### config.mk
export PLATFORM = sky130hd
export DESIGN_NAME = utf8_stream_validate_decode
export DESIGN_NICKNAME = d
export VERILOG_FILES = /design/src/design/usvd_pkg.sv /design/src/design/usvd_fifo.sv /design/src/design/usvd_front.sv /design/src/design/usvd_back.sv /design/src/design/utf8_stream_validate_decode.sv
export SDC_FILE = /design/constraint.sdc
export NUM_CORES = 1
export LEC_CHECK = 0
export BUFFER_PORTS_ARGS = -buffer_cell sky130_fd_sc_hd__buf_2
export CELL_PAD_IN_SITES_DETAIL_PLACEMENT = 1
export CELL_PAD_IN_SITES_GLOBAL_PLACEMENT = 1
export CORE_ASPECT_RATIO = 1.5
export CORE_MARGIN = 1
export CORE_UTILIZATION = 55
export CTS_BUF_LIST = sky130_fd_sc_hd__clkbuf_2
export DETAILED_ROUTE_END_ITERATION = 8
export PLACE_DENSITY = 0.94
export SKIP_CTS_REPAIR_TIMING = 1
export SYNTH_ARGS = -nofsm -noshare
export SYNTH_HDL_FRONTEND = slang
export SYNTH_SLANG_ARGS = --single-unit
### constraint.sdc
create_clock -name i_clk -period 12.2 [get_ports i_clk]
set_input_delay 1.22 -clock i_clk [delete_from_list [all_inputs] [get_ports i_clk]]
set_output_delay 1.22 -clock i_clk [all_outputs]
set_load 0.005 [all_outputs]
### src/design/usvd_pkg.sv
// ----------------------------------------------------------------------------
// usvd_pkg
// Shared types, field widths and helpers of the UTF-8 stream validating
// decoder.
// ----------------------------------------------------------------------------
package usvd_pkg;

    localparam int CP_W        = 21;
    localparam int LEN_W       = 3;
    localparam int OUT_COUNT_W = 32;

    localparam logic [7:0] LEAD2_MASK = 8'h1F;
    localparam logic [7:0] LEAD3_MASK = 8'h0F;
    localparam logic [7:0] LEAD4_MASK = 8'h07;
    localparam logic [7:0] CONT_MASK  = 8'h3F;
    localparam logic [7:0] ASCII_MAX  = 8'h7F;
    localparam logic [7:0] CONT_MIN   = 8'h80;
    localparam logic [7:0] CONT_MAX   = 8'hBF;
    localparam logic [CP_W-1:0] LATIN_MAX  = 21'h0000FF;
    localparam logic [7:0]      UNDERSCORE = 8'h5F;

    typedef logic [CP_W-1:0]  t_code_point;
    typedef logic [LEN_W-1:0] t_seq_len;

    typedef enum logic [1:0] {
        CLASS_CONTROL = 2'd0,
        CLASS_PUNCT   = 2'd1,
        CLASS_WORD    = 2'd2,
        CLASS_OTHER   = 2'd3
    } t_char_class;

    typedef struct packed {
        t_code_point code_point;
        t_seq_len    seq_length;
        logic        well_formed;
        logic        is_terminator;
        logic        end_of_string;
    } t_decoded;

    typedef struct packed {
        t_decoded                 dec;
        t_char_class              char_class;
        logic [OUT_COUNT_W-1:0]   point_count;
    } t_result;

    function automatic t_char_class classify(input t_code_point cp);
        logic [7:0]  c;
        t_char_class cls;
        c = cp[7:0];
        if (cp > LATIN_MAX) begin
            cls = CLASS_OTHER;
        end else if (c <= 8'h20 || c == ASCII_MAX) begin
            cls = CLASS_CONTROL;
        end else if (c >= CONT_MIN) begin
            cls = CLASS_PUNCT;
        end else if (c == UNDERSCORE || (c >= 8'h30 && c <= 8'h39) ||
                     (c >= 8'h41 && c <= 8'h5A) || (c >= 8'h61 && c <= 8'h7A)) begin
            cls = CLASS_WORD;
        end else begin
            cls = CLASS_PUNCT;
        end
        return cls;
    endfunction

endpackage

### src/design/usvd_fifo.sv
// ----------------------------------------------------------------------------
// usvd_fifo
// Small register queue that decouples a producer from a consumer.
// ----------------------------------------------------------------------------
module usvd_fifo #(
    parameter int WIDTH = 8,
    parameter int DEPTH = 2
) (
    input  logic             i_clk,
    input  logic             i_rst_n,
    input  logic             i_push,
    input  logic [WIDTH-1:0] i_wdata,
    output logic             o_full,
    input  logic             i_pop,
    output logic             o_empty,
    output logic [WIDTH-1:0] o_rdata
);

    localparam int AW = (DEPTH > 1) ? $clog2(DEPTH) : 1;
    localparam int CW = $clog2(DEPTH + 1);
    localparam logic [AW-1:0] LAST_PTR = AW'(DEPTH - 1);
    localparam logic [CW-1:0] FULL_CNT = CW'(DEPTH);

    logic [WIDTH-1:0] r_mem [DEPTH];
    logic [AW-1:0]    r_wr_ptr, n_wr_ptr;
    logic [AW-1:0]    r_rd_ptr, n_rd_ptr;
    logic [CW-1:0]    r_count, n_count;
    logic             w_push, w_pop;

    assign o_full  = (r_count == FULL_CNT);
    assign o_empty = (r_count == '0);
    assign o_rdata = r_mem[r_rd_ptr];
    assign w_push  = i_push && !o_full;
    assign w_pop   = i_pop && !o_empty;

    always_comb begin
        n_wr_ptr = r_wr_ptr;
        n_rd_ptr = r_rd_ptr;
        n_count  = r_count;
        if (w_push) begin
            n_wr_ptr = (r_wr_ptr == LAST_PTR) ? '0 : r_wr_ptr + 1'b1;
        end
        if (w_pop) begin
            n_rd_ptr = (r_rd_ptr == LAST_PTR) ? '0 : r_rd_ptr + 1'b1;
        end
        if (w_push && !w_pop) begin
            n_count = r_count + 1'b1;
        end else if (w_pop && !w_push) begin
            n_count = r_count - 1'b1;
        end
    end

    always_ff @(posedge i_clk) begin
        if (!i_rst_n) begin
            r_wr_ptr <= '0;
            r_rd_ptr <= '0;
            r_count  <= '0;
        end else begin
            r_wr_ptr <= n_wr_ptr;
            r_rd_ptr <= n_rd_ptr;
            r_count  <= n_count;
        end
    end

    always_ff @(posedge i_clk) begin
        if (w_push) begin
            r_mem[r_wr_ptr] <= i_wdata;
        end
    end

    a_count_bound: assert property (@(posedge i_clk) disable iff (!i_rst_n)
        r_count <= FULL_CNT) else $error("queue count out of range");

endmodule

### src/design/usvd_front.sv
// ----------------------------------------------------------------------------
// usvd_front
// Byte intake: assembles multi-byte sequences, checks the continuation byte
// range and hands one decoded record per code point to the middle queue.
// ----------------------------------------------------------------------------
module usvd_front (
    input  logic              i_clk,
    input  logic              i_rst_n,
    input  logic              push,
    output logic              full,
    input  logic [7:0]        i_data_byte,
    input  logic              i_last_byte,
    input  logic              i_cfg_valid,
    output logic              o_cfg_ready,
    input  logic              i_cfg_data,
    input  logic              i_q_full,
    output logic              o_q_push,
    output usvd_pkg::t_decoded o_q_data
);
    import usvd_pkg::*;

    logic        r_nul_terminates;
    logic [1:0]  r_pending, n_pending;
    t_seq_len    r_total, n_total;
    t_code_point r_acc, n_acc;
    logic        r_ok, n_ok;

    logic        w_accept;

    function automatic t_code_point fill_shift(input t_code_point v, input logic [1:0] p);
        t_code_point r;
        case (p)
            2'd0:    r = v;
            2'd1:    r = {v[CP_W-7:0], 6'd0};
            2'd2:    r = {v[CP_W-13:0], 12'd0};
            2'd3:    r = {v[CP_W-19:0], 18'd0};
            default: r = v;
        endcase
        return r;
    endfunction

    assign full        = i_q_full;
    assign o_cfg_ready = 1'b1;
    assign w_accept    = push && !i_q_full;

    always_comb begin
        logic [1:0]  lead_p;
        t_seq_len    lead_total;
        t_code_point lead_acc;
        logic        is_lead;
        t_code_point acc_c;
        logic        ok_c;
        logic [1:0]  pend_c;

        n_pending = r_pending;
        n_total   = r_total;
        n_acc     = r_acc;
        n_ok      = r_ok;
        o_q_push  = 1'b0;
        o_q_data  = '0;
        lead_p     = 2'd0;
        lead_total = '0;
        lead_acc   = '0;
        is_lead    = 1'b0;
        acc_c      = {r_acc[CP_W-7:0], i_data_byte[5:0] & CONT_MASK[5:0]};
        ok_c       = r_ok && (i_data_byte >= CONT_MIN) && (i_data_byte <= CONT_MAX);
        pend_c     = r_pending - 1'b1;

        if (w_accept) begin
            if (r_pending == 2'd0) begin
                if (i_data_byte == 8'h00 && r_nul_terminates) begin
                    o_q_push               = 1'b1;
                    o_q_data.seq_length    = 3'd1;
                    o_q_data.well_formed   = 1'b1;
                    o_q_data.is_terminator = 1'b1;
                    o_q_data.end_of_string = 1'b1;
                end else if (i_data_byte <= ASCII_MAX) begin
                    o_q_push               = 1'b1;
                    o_q_data.code_point    = CP_W'(i_data_byte);
                    o_q_data.seq_length    = 3'd1;
                    o_q_data.well_formed   = 1'b1;
                    o_q_data.end_of_string = i_last_byte;
                end else if (i_data_byte[7:5] == 3'b110) begin
                    is_lead    = 1'b1;
                    lead_p     = 2'd1;
                    lead_total = 3'd2;
                    lead_acc   = CP_W'(i_data_byte & LEAD2_MASK);
                end else if (i_data_byte[7:4] == 4'b1110) begin
                    is_lead    = 1'b1;
                    lead_p     = 2'd2;
                    lead_total = 3'd3;
                    lead_acc   = CP_W'(i_data_byte & LEAD3_MASK);
                end else if (i_data_byte[7:3] == 5'b11110) begin
                    is_lead    = 1'b1;
                    lead_p     = 2'd3;
                    lead_total = 3'd4;
                    lead_acc   = CP_W'(i_data_byte & LEAD4_MASK);
                end else begin
                    o_q_push               = 1'b1;
                    o_q_data.code_point    = CP_W'(i_data_byte);
                    o_q_data.seq_length    = 3'd1;
                    o_q_data.end_of_string = i_last_byte;
                end
                if (is_lead) begin
                    if (i_last_byte) begin
                        o_q_push               = 1'b1;
                        o_q_data.code_point    = fill_shift(lead_acc, lead_p);
                        o_q_data.seq_length    = 3'd1;
                        o_q_data.end_of_string = 1'b1;
                    end else begin
                        n_pending = lead_p;
                        n_total   = lead_total;
                        n_acc     = lead_acc;
                        n_ok      = 1'b1;
                    end
                end
            end else begin
                if (pend_c == 2'd0) begin
                    o_q_push               = 1'b1;
                    o_q_data.code_point    = acc_c;
                    o_q_data.seq_length    = r_total;
                    o_q_data.well_formed   = ok_c;
                    o_q_data.end_of_string = i_last_byte;
                end else if (i_last_byte) begin
                    o_q_push               = 1'b1;
                    o_q_data.code_point    = fill_shift(acc_c, pend_c);
                    o_q_data.seq_length    = r_total - {1'b0, pend_c};
                    o_q_data.end_of_string = 1'b1;
                end else begin
                    n_pending = pend_c;
                    n_acc     = acc_c;
                    n_ok      = ok_c;
                end
            end
            if (o_q_push) begin
                n_pending = 2'd0;
                n_total   = '0;
                n_acc     = '0;
                n_ok      = 1'b1;
            end
        end
    end

    always_ff @(posedge i_clk) begin
        if (!i_rst_n) begin
            r_nul_terminates <= 1'b1;
            r_pending        <= 2'd0;
            r_total          <= '0;
            r_acc            <= '0;
            r_ok             <= 1'b1;
        end else begin
            if (i_cfg_valid && o_cfg_ready) begin
                r_nul_terminates <= i_cfg_data;
            end
            r_pending <= n_pending;
            r_total   <= n_total;
            r_acc     <= n_acc;
            r_ok      <= n_ok;
        end
    end

    a_idle_total: assert property (@(posedge i_clk) disable iff (!i_rst_n)
        r_pending == 2'd0 |-> r_total == '0) else $error("stale sequence length");

    a_pending_len: assert property (@(posedge i_clk) disable iff (!i_rst_n)
        r_pending != 2'd0 |-> r_total == {1'b0, r_pending} + 3'd1 || r_total > {1'b0, r_pending})
        else $error("pending bytes exceed sequence length");

    a_no_push_full: assert property (@(posedge i_clk) disable iff (!i_rst_n)
        i_q_full |-> !o_q_push) else $error("record pushed into full queue");

endmodule

### src/design/usvd_back.sv
// ----------------------------------------------------------------------------
// usvd_back
// Result stage: classifies each decoded code point and tracks the
// saturating code point count of the current string.
// ----------------------------------------------------------------------------
module usvd_back #(
    parameter int COUNT_WIDTH = 32
) (
    input  logic               i_clk,
    input  logic               i_rst_n,
    input  logic               i_q_empty,
    input  usvd_pkg::t_decoded i_q_data,
    output logic               o_q_pop,
    input  logic               i_r_full,
    output logic               o_r_push,
    output usvd_pkg::t_result  o_r_data
);
    import usvd_pkg::*;

    logic [COUNT_WIDTH-1:0] r_count, n_count;
    logic [COUNT_WIDTH-1:0] w_inc;
    logic                   w_move;

    assign w_move   = !i_q_empty && !i_r_full;
    assign o_q_pop  = w_move;
    assign o_r_push = w_move;
    assign w_inc    = (r_count == '1) ? r_count : r_count + 1'b1;

    always_comb begin
        o_r_data            = '0;
        o_r_data.dec        = i_q_data;
        o_r_data.char_class = classify(i_q_data.code_point);
        if (i_q_data.is_terminator) begin
            o_r_data.point_count = OUT_COUNT_W'(r_count);
        end else begin
            o_r_data.point_count = OUT_COUNT_W'(w_inc);
        end
        n_count = r_count;
        if (w_move) begin
            n_count = i_q_data.end_of_string ? '0 : w_inc;
        end
    end

    always_ff @(posedge i_clk) begin
        if (!i_rst_n) begin
            r_count <= '0;
        end else begin
            r_count <= n_count;
        end
    end

    a_restart: assert property (@(posedge i_clk) disable iff (!i_rst_n)
        w_move && i_q_data.end_of_string |=> r_count == '0)
        else $error("count did not restart at end of string");

endmodule

### src/design/utf8_stream_validate_decode.sv
// ----------------------------------------------------------------------------
// utf8_stream_validate_decode
// UTF-8 stream decoder with range validation, character class and count.
// ----------------------------------------------------------------------------
// Takes one byte per cycle while full is low and delivers one result per
// cycle while results are popped, for every completed code point. At the
// accepting edge the intake writes a decoded record into a two-entry queue.
// The result stage then moves it into a two-entry output queue and adds the
// class and count; the output ports show the oldest entry of that queue.
// Bytes that only extend a sequence give no result. While results are not
// popped, the output queue fills and then the middle queue fills. Full
// rises once four results are waiting, and the intake then holds every
// byte. The configuration write channel is always ready.
module utf8_stream_validate_decode #(
    parameter int COUNT_WIDTH = 32
) (
    input  logic        i_clk,
    input  logic        i_rst_n,
    input  logic        push,
    output logic        full,
    input  logic [7:0]  i_data_byte,
    input  logic        i_last_byte,
    input  logic        i_cfg_valid,
    output logic        o_cfg_ready,
    input  logic        i_cfg_data,
    output logic        empty,
    input  logic        pop,
    output logic [20:0] o_code_point,
    output logic [2:0]  o_seq_length,
    output logic [1:0]  o_char_class,
    output logic        o_well_formed,
    output logic        o_is_terminator,
    output logic [31:0] o_point_count,
    output logic        o_end_of_string
);
    import usvd_pkg::*;

    localparam int DEC_W = $bits(t_decoded);
    localparam int RES_W = $bits(t_result);

    t_decoded w_front_data, w_mid_data;
    t_result  w_back_data, w_out_data;
    logic     w_front_push, w_mid_full, w_mid_empty, w_mid_pop;
    logic     w_back_push, w_out_full;

    usvd_front u_front (
        .i_clk       (i_clk),
        .i_rst_n     (i_rst_n),
        .push        (push),
        .full        (full),
        .i_data_byte (i_data_byte),
        .i_last_byte (i_last_byte),
        .i_cfg_valid (i_cfg_valid),
        .o_cfg_ready (o_cfg_ready),
        .i_cfg_data  (i_cfg_data),
        .i_q_full    (w_mid_full),
        .o_q_push    (w_front_push),
        .o_q_data    (w_front_data)
    );

    usvd_fifo #(.WIDTH(DEC_W), .DEPTH(2)) u_mid_q (
        .i_clk   (i_clk),
        .i_rst_n (i_rst_n),
        .i_push  (w_front_push),
        .i_wdata (w_front_data),
        .o_full  (w_mid_full),
        .i_pop   (w_mid_pop),
        .o_empty (w_mid_empty),
        .o_rdata (w_mid_data)
    );

    usvd_back #(.COUNT_WIDTH(COUNT_WIDTH)) u_back (
        .i_clk     (i_clk),
        .i_rst_n   (i_rst_n),
        .i_q_empty (w_mid_empty),
        .i_q_data  (w_mid_data),
        .o_q_pop   (w_mid_pop),
        .i_r_full  (w_out_full),
        .o_r_push  (w_back_push),
        .o_r_data  (w_back_data)
    );

    usvd_fifo #(.WIDTH(RES_W), .DEPTH(2)) u_out_q (
        .i_clk   (i_clk),
        .i_rst_n (i_rst_n),
        .i_push  (w_back_push),
        .i_wdata (w_back_data),
        .o_full  (w_out_full),
        .i_pop   (pop),
        .o_empty (empty),
        .o_rdata (w_out_data)
    );

    assign o_code_point    = w_out_data.dec.code_point;
    assign o_seq_length    = w_out_data.dec.seq_length;
    assign o_char_class    = w_out_data.char_class;
    assign o_well_formed   = w_out_data.dec.well_formed;
    assign o_is_terminator = w_out_data.dec.is_terminator;
    assign o_point_count   = w_out_data.point_count;
    assign o_end_of_string = w_out_data.dec.end_of_string;

endmodule

Yosys cells after proc, flatten, opt, wreduce, memory -nomap -nowiden. Memory sizes are Yosys's and may differ from the RTL's. A register that Yosys moved wholly into a read port is not among the register bits. Cells that the tools add are included.

Bits in latches: 0. Output and inout port bits: 64. ROM bits: 0. Bits in writable memories: 176. Word-level logic and storage cells: 202. Memories kept: 2. Register bits: 62. Input port bits: 15.

Memories: u_out_q.r_mem (depth 2, width 61, read ports 1, clocked after Yosys merged registers in 1, write ports 1, line usvd_fifo.sv:24) `logic [WIDTH-1:0] r_mem [DEPTH];`; u_mid_q.r_mem (depth 2, width 27, read ports 1, clocked after Yosys merged registers in 1, write ports 1, line usvd_fifo.sv:24).

Reduce and logical (&&, ||, !) cells: 40. Order comparisons: 12. Eq/ne operators: 17. Add/subtract/negate cells: 11. Divide/modulo/power cells: 0. $mul: 0. Shift-type cells: 0. Bitwise logic cells: 0. Muxes and demuxes: 108.

Operators with widths (number): $mux W24 (7); $mux W21 (5); $mux W32 (3); $mux W15 (6); $pmux W21 S4 (1); $pmux W21 S3 (1); $mux W1 (50); $mux W2 (21); $add A32 B1 Y32 const B (1); $eq A32 B32 Y1 const B (1); $mux W3 (10); $mux W27 (1); $mux W25 (1); $le A8 B7 Y1 const B (3); $gt A21 B8 Y1 const B (1); $eq A8 B7 Y1 const B (2); $ge A8 B7 Y1 const B (2); $ge A8 B8 Y1 const B (2); $le A8 B6 Y1 const B (2); $logic_and A1 B1 Y1 (16); $eq A2 B2 Y1 const B (6); $mux W11 (1); $logic_not A2 Y1 (5); $ge A8 B6 Y1 const B (1); other kinds (18) (39).

Depth between registers and ports, before layout. Gate-level depths: netlist (run 1).

Depth after elaboration: 17. Gate-level depth with buffers: 11. Depth with buffers taken out: 10.

Hierarchy. Synthesis (run 1) repeated with hierarchy kept, for this count alone.

Cells, all modules: 979. Area, all modules: 11589.9 µm².

By module, submodules not included: usvd_fifo (u_out_q) (cells each 215, area each 4619.4 µm², sequential area each 3763.6 µm², instances 1); usvd_back (cells each 380, area each 2856.5 µm², sequential area each 640.6 µm², instances 1); usvd_fifo (u_mid_q) (cells each 109, area each 2179.6 µm², sequential area each 1721.7 µm², instances 1); usvd_front (cells each 275, area each 1934.4 µm², sequential area each 440.4 µm², instances 1).

Least setup slack after synthesis (run 1). OpenSTA, ideal clock, no wires.

Kind: reg2reg. Start: register u_mid_q.r_count[0]. End: memory u_out_q.r_mem[0][0] (netlist bit) (enable). Library setup time: 480 ps. Arrival time: 3449 ps. Path buffers: 2. Stages on the path, launching flop included: 6. Path slack: 8271 ps. Required time: 11720 ps. Period minus slack after synthesis: 3929 ps. Path through: dfxtp_1 or2_2 clkbuf_1 nand2_1 buf_2 nor2_1.

Cells in the longest elaborated chain, start to end: 6.

RTL lines: from (decl) (line usvd_fifo.sv:27) `logic [CW-1:0] r_count, n_count;`; from (signal assigned) (line usvd_fifo.sv:61) `r_count <= n_count;`; $logic_not A2 Y1 (line usvd_fifo.sv:31) `assign o_empty = (r_count == '0);`; $logic_not A1 Y1 (line usvd_back.sv:24) `assign w_move = !i_q_empty && !i_r_full;`; $logic_and A1 B1 Y1 (line usvd_back.sv:24); $logic_and A1 B1 Y1 (line usvd_fifo.sv:33) `assign w_push = i_push && !o_full;`; $mux W1 (line usvd_fifo.sv:66) `if (w_push) begin`; $mux W1 (not written as such) (line usvd_fifo.sv:67) `r_mem[r_wr_ptr] <= i_wdata;`; to (decl) (line usvd_fifo.sv:24).

Every way passes these cells.

==> results.cfg, run 1 <==
[detailed_routing]
top_layer_used = met4
dr.pass1.iters = 5
wl_met1_um = 10700
dr_wl_met3_um = 1580
wl_um = 30700
post_drt_wl_per_cell_um = 23.3
drtAntennaViolNets = 0
drc = 0
vias = 8301
drt_iter0_drc = 541
drt-vias-per-instance = 6.30
met2WireLength_um = 16800

[logic_synthesis]
synth_area_um2 = 11200
synth.distinct_cells = 77
synth-main-ff-cell = edfxtp_1
synthCells = 938
synth-edff-count = 176
ys_seq_area_share_pct = 58.7
synth_warnings = 0
ys_seq_elements = 240
avgSynthCellArea_um2 = 11.9
syn_nets = 962
synthArstFlopShare_pct = 0

[sta]
finClkSkew_ps = 97.1
fin_crit_sh_pct = 32.2
setup_viol = 0
worst_pin_slew_ps = 1190
period_needed_ps = 3930
rsz0062_at_grt = false
timing.fmax_mhz = 254
slew_viol_final = 0
setup_ws_ps = 8270
max-slew-margin-rel_pct = 20.4
fin_setup_tns_ps = 0
hold_viol = 0
timing.hold.ws_ps = 507

[cts]
cts_max_path_buffers = 3
numCtsBuffers = 52
cts_tree = yes
clk_latency_ps = 860
htree_levels = 2
clockRootBuffer = clkbuf_2
clk_pin_slew_ps = 100
clock_sinks = 240

[die]
core-area_um2 = 19900
die_x_um = 118
io_pins = 79
rows = 63
start_util_pct = 56.3
die_h_um = 177
die_area_um2 = 20900

[min_path]
hold_path.class = reg -> reg
holdPathStages = 2

[global_routing]
antenna_found_initial = 1
grt_max_degree = 43
grt_pass1_vias = 8965
grt-ovfl-total = 0
grt_pass1_wl_um = 47800
grtUsageTotal_pct = 29.6

[critical_path]
reg2reg_depth = 6
cp.arrival_ps = 2710
crit_chain = buf_4 > mux2_2 > buf_2
cp-start-kind = register
critPathMaxFanout = 35
slowest_delay_ps = 740
crit_path_end_kind = output pin
critPathKind = reg -> out
crit_path_top_delay_cell = dfxtp_2
critPathRequiredTime_ps = 10980

[status]
status = completed

[placed_design]
port_buffers = 77
gp_congestion = 0.953
place_hpwl_um = 20400
dpl-instance-area_um2 = 11700
place_ws_ps = 8570

[finish]
area_growth_pct = 9.02
fill_cells = 2136
multi_input_area_um2 = 4260
seqCellArea_um2 = 6570
final_area_um2 = 12200
layout.nets = 1036
drive_gt1_share_pct = 27.0

[flow_run]
cap_violations = 0

[power]
peakVddDrop_mv = 0.0884
powerDensity_nw_per_um2 = 200
p_leak_uw = 0.00431
[cells in the final DEF (no fill, tap or decap), types with 10 or more instances in the layout]
cell type  instances
a21oi_1           27
a22oi_1           25
a31oi_1           32
and3_1            12
buf_2             77
buf_4             10
clkbuf_2          81
clkinv_1          12
dfxtp_1           63
edfxtp_1         176
inv_1             20
mux2_2            82
nand2_1           78
nand3_1           22
nand4_1           20
nor2_1            72
nor3_1            18
nor4_1            10
o21ai_0           25
xnor2_1           30
[cell usage after synthesis (all sizes together) (4+ instances only)]
cell type	instances	area share (%)
and2	7	0.39
nand4	21	1.2
a41oi	7	0.55
a31oi	33	1.9
and3	13	0.73
dfxtp	64	11
buf	23	1.1
clkbuf	44	1.5
xor2	9	0.70
or4	5	0.37
a211oi	4	0.31
a31o	6	0.47
a21oi	27	1.2
xnor2	30	2.3
nor2	74	2.5
nand3	24	1.2
edfxtp	176	47
nor4	13	1.1
ha	8	0.89
and4b	4	0.36
mux2i	6	0.57
inv	20	0.67
nand2b	5	0.28
a21o	8	0.54
o21ai	29	1.3
nand2	78	2.6
a32oi	5	0.39
nor3	18	0.81
mux2	84	8.5
a22oi	25	1.7
and4	9	0.70
or3	8	0.45
[through the flow]
| stage | instances | power, uW | util [%] |
|---|---|---|---|
| after floorplan | 938 | 1630 | - |
| after global placement | 1218 | 1860 | 58.9 |
| after detailed placement | 1218 | 1920 | 58.9 |
| after CTS | 1316 | 2450 | 61.4 |
| after global routing | 1317 | 2550 | 61.4 |
| final | 1317 | 2440 | 61.4 |
[per-layer routing]
| metal | GRT usage [%] | up-vias |
|---|---|---|
| met5 | 0 | - |
| met4 | 17.2 | 0 |
| met3 | 5.28 | 120 |
| met2 | 56.3 | 333 |
| met1 | 30.1 | 4131 |
| li1 | - | 3717 |
[report_power, final]
part	internal, uW	leakage [uW]	switching, uW
logic	297	0.00175	426
clock network	199	0.000386	320
registers	1110	0.00217	82.7
total	1610	0.00431	829
[sequential cells by signal, indices dropped and copies added, names as in the netlist, named ones only]
register and count:
u_mid_q.r_rd_ptr 1, u_back.r_count 32, u_front.r_ok 1, u_out_q.r_count 2, u_front.r_nul_terminates 1, u_front.r_pending 2, u_out_q.r_wr_ptr 1, u_front.r_total 3
u_mid_q.r_mem 54, u_out_q.r_mem 122, u_mid_q.r_count 2, u_mid_q.r_wr_ptr 1, u_out_q.r_rd_ptr 1, u_front.r_acc 15
[worst max-delay path, delay by kind of cell, from the launching register on]
family                 cells  cell delay [ps]
multiplexers               1              430
flip-flops                 1              740
buffers and inverters      2              680
[layout make-up]
class	count	share of cell area (%)
Inverter	22	0.677
Multi-Input combinational cell	609	34.9
Clock inverter	17	0.810
Clock buffer	81	3.32
Sequential cell	240	53.8
Timing Repair Buffer	87	3.77
Tap cell	260	2.67
Antenna cell	1	0.0205
[path summary, 6_finish.rpt]
kind / from / endpoint / slack [ps]
worst max register to register: u_front.r_pending[0] / u_mid_q.r_mem[1][5] / 8890
worst min-delay path: u_front.r_acc[14] / u_front.r_acc[14] / 510
worst max-delay path: register / o_code_point[16] / 8270
worst min register to register: u_front.r_acc[14] / u_front.r_acc[14] / 510
[logic make-up (layout without fill, tap and decap cells)]
group,count (synthesis),after routing,synth area share (%)
muxes,90,90,9.09
AOI/OAI and AO/OA,180,180,11.4
other,1,2,0.0335
and+or+nand+nor,290,290,13.3
buffers and inverters,89,207,3.38
adders and majority gates,9,9,1.07
DFF,240,240,58.7
xor gates and xnor gates,39,39,3.05
Power figures use the tool's default switching activity.
==> inputs of run 2 (changes only) <==
--- a/config.mk
+++ b/config.mk
@@ -5,15 +5,16 @@
 export SDC_FILE = /design/constraint.sdc
 export NUM_CORES = 1
 export LEC_CHECK = 0
+export ABC_AREA = 1
 export BUFFER_PORTS_ARGS = -buffer_cell sky130_fd_sc_hd__buf_2
 export CELL_PAD_IN_SITES_DETAIL_PLACEMENT = 1
 export CELL_PAD_IN_SITES_GLOBAL_PLACEMENT = 1
 export CORE_ASPECT_RATIO = 1.5
 export CORE_MARGIN = 1
-export CORE_UTILIZATION = 55
+export CORE_UTILIZATION = 44
 export CTS_BUF_LIST = sky130_fd_sc_hd__clkbuf_2
 export DETAILED_ROUTE_END_ITERATION = 8
-export PLACE_DENSITY = 0.94
+export PLACE_DENSITY = 0.84
 export SKIP_CTS_REPAIR_TIMING = 1
 export SYNTH_ARGS = -nofsm -noshare
 export SYNTH_HDL_FRONTEND = slang
==> constraint.sdc (replaced) <==
create_clock -name i_clk -period 3.24 [get_ports i_clk]
set_input_delay 0.324 -clock i_clk [delete_from_list [all_inputs] [get_ports i_clk]]
set_output_delay 0.324 -clock i_clk [all_outputs]
set_load 0.005 [all_outputs]
==> results.cfg, run 2 <==
[detailed_routing]
dr.pass1.iters = 5
wl_um = 30800
drt-vias-per-instance = 5.28
vias = 8842
drt_iter0_drc = 342
post_drt_wl_per_cell_um = 18.4
drc = 0
drtAntennaViolNets = 0

[logic_synthesis]
ys_seq_elements = 240
synth-main-ff-cell = edfxtp_1
synth.distinct_cells = 42
synth_area_um2 = 11200
synth_warnings = 0
synth_top_area_share_pct = 47.1
syn_nets = 1200
yosys.cell_count.top_type = nand2_1
synthArstFlopShare_pct = 0
synth-edff-count = 176
ys_seq_area_share_pct = 58.5
avgSynthCellArea_um2 = 9.54
synth_common_cells = 351 x nand2_1, 176 x edfxtp_1, 99 x nor2_1
netlist_top_cells_area = edfxtp_1 47%, nand2_1 12%, dfxtp_1 11%
synthCells = 1176
yosysTopAreaCell = edfxtp_1

[sta]
period_needed_ps = 2730
worst_pin_slew_ps = 796
timing.fmax_mhz = 366
slew_viol_final = 0
fin_setup_tns_ps = 0
setup_viol = 0
max-slew-margin-rel_pct = 46.4
finClkSkew_ps = 74.1
hold_viol = 0
setup_ws_ps = 507
rsz0062_at_grt = false
fin_crit_sh_pct = 84.4

[global_routing]
antenna_found_initial = 1
grt_pass1_wl_um = 48000
grt_max_degree = 50
grt_pass1_vias = 9232
grtUsageTotal_pct = 23.8
grt-ovfl-total = 0

[power]
powerDensity_nw_per_um2 = 742
power_uw = 9460
peakVddDrop_mv = 0.448
p_leak_uw = 0.00482

[finish]
fill_cells = 2968
top_regs = u_out_q.r_mem x122, u_mid_q.r_mem x54, u_back.r_count x32
area_growth_pct = 13.6
final_cell_mix = 350 x nand2_1, 176 x edfxtp_1, 95 x nor2_1
layout.nets = 1324
mostFrequentLayoutCell = nand2_1
top_register = u_out_q.r_mem
drive_gt1_share_pct = 21.0
largest_reg_flops = 122
final_area_um2 = 12700

[critical_path]
cp.arrival_ps = 2410
slowest_delay_ps = 580
critPathMaxFanout = 49
crit_path_end_kind = output pin
crit_path_top_delay_cell = dfxtp_2
regToRegSetupSlack_ps = 720
cp-start-kind = register
crit_chain = buf_12 > mux2_2 > buf_2
critPathRequiredTime_ps = 2920
critPathKind = reg -> out

[die]
die_area_um2 = 26200
die_x_um = 132
core-area_um2 = 25100
io_pins = 79
rows = 71
die_h_um = 198
start_util_pct = 44.8

[min_path]
hold_path.class = in -> reg

[cts]
cts_tree = yes
htree_levels = 2
clk_pin_slew_ps = 110
cts_max_path_buffers = 3
clk_latency_ps = 910
clock_sinks = 240
clockRootBuffer = clkbuf_2
numCtsBuffers = 55

[placed_design]
place_hpwl_um = 22300
dpl-instance-area_um2 = 12000
port_buffers = 77
gp_congestion = 0.994
place_ws_ps = 770

[status]
status = completed

[flow_run]
cap_violations = 0
[run 2: through the flow]
step	hold slack, ps	util [%]	instances
after CTS	-468	50.2	1659
after global placement	435	47.8	1555
after detailed placement	460	47.8	1555
after floorplan	424	-	1176
after global routing	52.3	50.9	1676
final	117	50.9	1676
[run 2: cell families (layout without fill, tap and decap cells)]
family | after synthesis | in the layout | synth area share [%]
other cells | 1 | 2 | 0.0334
simple gates | 543 | 543 | 19.9
buf+inv | 137 | 308 | 5.01
fa+ha+maj | 9 | 9 | 1.07
mux | 61 | 61 | 6.12
flops | 240 | 240 | 58.5
compound gates | 173 | 173 | 8.42
xor+xnor | 12 | 12 | 0.937
[run 2: critical path, delay by kind of cell (launching register included)]
kind | cells | cell delay [ps]
buffers and inverters | 2 | 470
flip-flops | 1 | 580
multiplexers | 1 | 420
[run 2: report_power, final]
| part | leakage [uW] | switching [uW] | total (uW) | internal [uW] |
|---|---|---|---|---|
| combinational | 0.00222 | 1730 | 2780 | 1040 |
| clock | 0.000426 | 1250 | 2210 | 959 |
| sequential | 0.00218 | 228 | 4470 | 4240 |
[run 2: area by class of cell]
type | instances | area, um^2 | share of cell area, %
Timing Repair Buffer | 114 | 716 | 5.61
Clock buffer | 73 | 365 | 2.87
Multi-Input combinational cell | 799 | 4110 | 32.3
Clock inverter | 31 | 236 | 1.85
Antenna cell | 1 | 2.50 | 0.0196
Inverter | 90 | 338 | 2.65
Tap cell | 328 | 410 | 3.22
Sequential cell | 240 | 6570 | 51.5
[run 2: worst paths after layout]
| kind | from | end | cells past startpoint |
|---|---|---|---|
| setup / recovery | register | o_code_point[12] | 3 |
| hold / removal | push | u_mid_q.r_mem[0][9] | 6 |
| setup reg to reg | u_front.r_pending[0] | u_mid_q.r_mem[0][10] | 9 |
| hold reg to reg | u_mid_q.r_rd_ptr | register | 1 |
[run 2: per-layer routing]
metal	track usage [%]	up-vias	part of all wire, %
met5	0	-	0
met4	12.7	0	4.2
met3	4.67	76	3.9
met2	48.5	194	58
met1	21.5	4302	34
li1	-	4270	-
==> inputs of run 3 (changes only) <==
==> constraint.sdc (replaced) <==
create_clock -name i_clk -period 2.2 [get_ports i_clk]
set_input_delay 0.22 -clock i_clk [delete_from_list [all_inputs] [get_ports i_clk]]
set_output_delay 0.22 -clock i_clk [all_outputs]
set_load 0.005 [all_outputs]
==> results.cfg, run 3 (synthesized netlist as in run 2, its figures left out) <==
[finish]
largest_reg_flops = 122
top_register = u_out_q.r_mem
drive_gt1_share_pct = 23.2
instances_no_fill = 1705
area_growth_pct = 19.9
mostFrequentLayoutCell = nand2_1
top_regs = u_out_q.r_mem x122, u_mid_q.r_mem x54, u_back.r_count x32
layout.nets = 1352
final_cell_mix = 350 x nand2_1, 176 x edfxtp_1, 94 x nor2_1

[sta]
finClkSkew_ps = 50.7
setup_ws_ps = -76.4
worst_pin_slew_ps = 565
period_needed_ps = 2280
setup_viol = 57
fin_setup_tns_ps = -2300
hold_viol = 0
rsz0062_at_grt = true
fin_crit_sh_pct = 103
slew_viol_final = 0
max-slew-margin-rel_pct = 61.9
timing.fmax_mhz = 439

[cts]
clockRootBuffer = clkbuf_2
cts_tree = yes
clock_sinks = 240
clk_pin_slew_ps = 110
clk_latency_ps = 910
cts_max_path_buffers = 3
numCtsBuffers = 58
htree_levels = 2

[placed_design]
place_ws_ps = 113
port_buffers = 77
place_hpwl_um = 22600
dp.cells = 1576
gp_congestion = 0.977

[die]
core-area_um2 = 25100
die_x_um = 132
io_pins = 79
rows = 71
start_util_pct = 44.8
die_h_um = 198
die_area_um2 = 26200

[detailed_routing]
wl_um = 33900
met2WireLength_um = 19300
post_drt_wl_per_cell_um = 19.9
dr_wl_met3_um = 1150
drc = 0
vias = 9199
wl_met1_um = 11500
drt-vias-per-instance = 5.40
drtAntennaViolNets = 0
top_layer_used = met4
dr.pass1.iters = 4
drt_iter0_drc = 398

[critical_path]
path_delay_family = flip-flops
critPathKind = reg -> out
crit_path_top_delay_cell = dfxtp_4
crit_buf_inv = 2
crit_path_end_kind = output pin
critPathMaxFanout = 15
cp-start-kind = register
cp.arrival_ps = 2060
slowest_delay_ps = 460
critPathRequiredTime_ps = 1980
crit_chain = clkbuf_16 > mux2_2 > buf_2

[power]
powerDensity_nw_per_um2 = 1120
peakVddDrop_mv = 0.761
p_leak_uw = 0.00520

[global_routing]
grtUsageTotal_pct = 24.4
antenna_found_initial = 1
grt-ovfl-total = 0
grt_pass1_vias = 9612
grt_max_degree = 65
grt_pass1_wl_um = 49200

[status]
status = complete, but fails checks
violations = setup timing

[min_path]
hold_path.class = in -> reg

[flow_run]
cap_violations = 0
run 3: cell types whose count changed in the layout (fill, tap and decap cells not counted), sizes merged:
cell / change
buf: +23
clkinvlp: +1
dlygate4sd3: -1
clkinv: -8
clkbuf: +17
bufinv: -3
run 3: layer usage:
layer  global-route usage [%]  up-vias
li1                         -     4308
met3                     3.85      122
met4                     15.3        0
met5                        0        -
met2                     49.0      272
met1                     22.5     4497
run 3: through the flow:
stage | power [uW] | hold slack, ps | utilization, % | cell area, um^2
floorplan | 9060 | 320 | - | 11200
global placement | 10800 | 427 | 48.7 | 12200
detailed placement | 11100 | 441 | 48.7 | 12200
CTS | 14100 | -550 | 50.9 | 12800
global route | 15900 | 57.7 | 53.7 | 13400
finish | 15100 | 105 | 53.7 | 13400
run 3: layout make-up:
| cell class | instances | area [um^2] |
|---|---|---|
| Tap cell | 328 | 410 |
| Timing Repair Buffer | 139 | 1280 |
| Inverter | 90 | 338 |
| Antenna cell | 1 | 2.50 |
| Multi-Input combinational cell | 799 | 4300 |
| Fill cell | 2879 | 11600 |
| Sequential cell | 240 | 6570 |
| Clock inverter | 21 | 113 |
| Clock buffer | 87 | 435 |
run 3: final timing paths:
| kind | start | to | slack, ps | cells after the start |
|---|---|---|---|---|
| hold reg to reg | u_front.r_acc[6] | u_front.r_acc[12] | 470 | 2 |
| hold / removal | i_cfg_data | u_front.r_nul_terminates | 110 | 4 |
| setup reg to reg | u_back.r_count[2] | u_out_q.r_mem[0][31] | 90 | 9 |
| setup / recovery | register | o_point_count[31] | -80 | 3 |
run 3: worst register-to-register path: stages, from the launching register on:
cell     delay [ps]
dfxtp_1         490
nand2_1         150
nor2_1          220
nand2_1         170
nor2_2          360
nand3_1         140
nand2_1         110
nand2_1          70
nand2_1          70
o21ai_1          80
run 3: report_power, final:
group / switching (uW) / leakage [uW] / internal (uW) / total (uW)
Clock: 1840 / 0.000415 / 1180 / 3020
Combinational: 2960 / 0.00261 / 2490 / 5450
Sequential: 391 / 0.00218 / 6260 / 6650
Total: 5190 / 0.00520 / 9930 / 15100
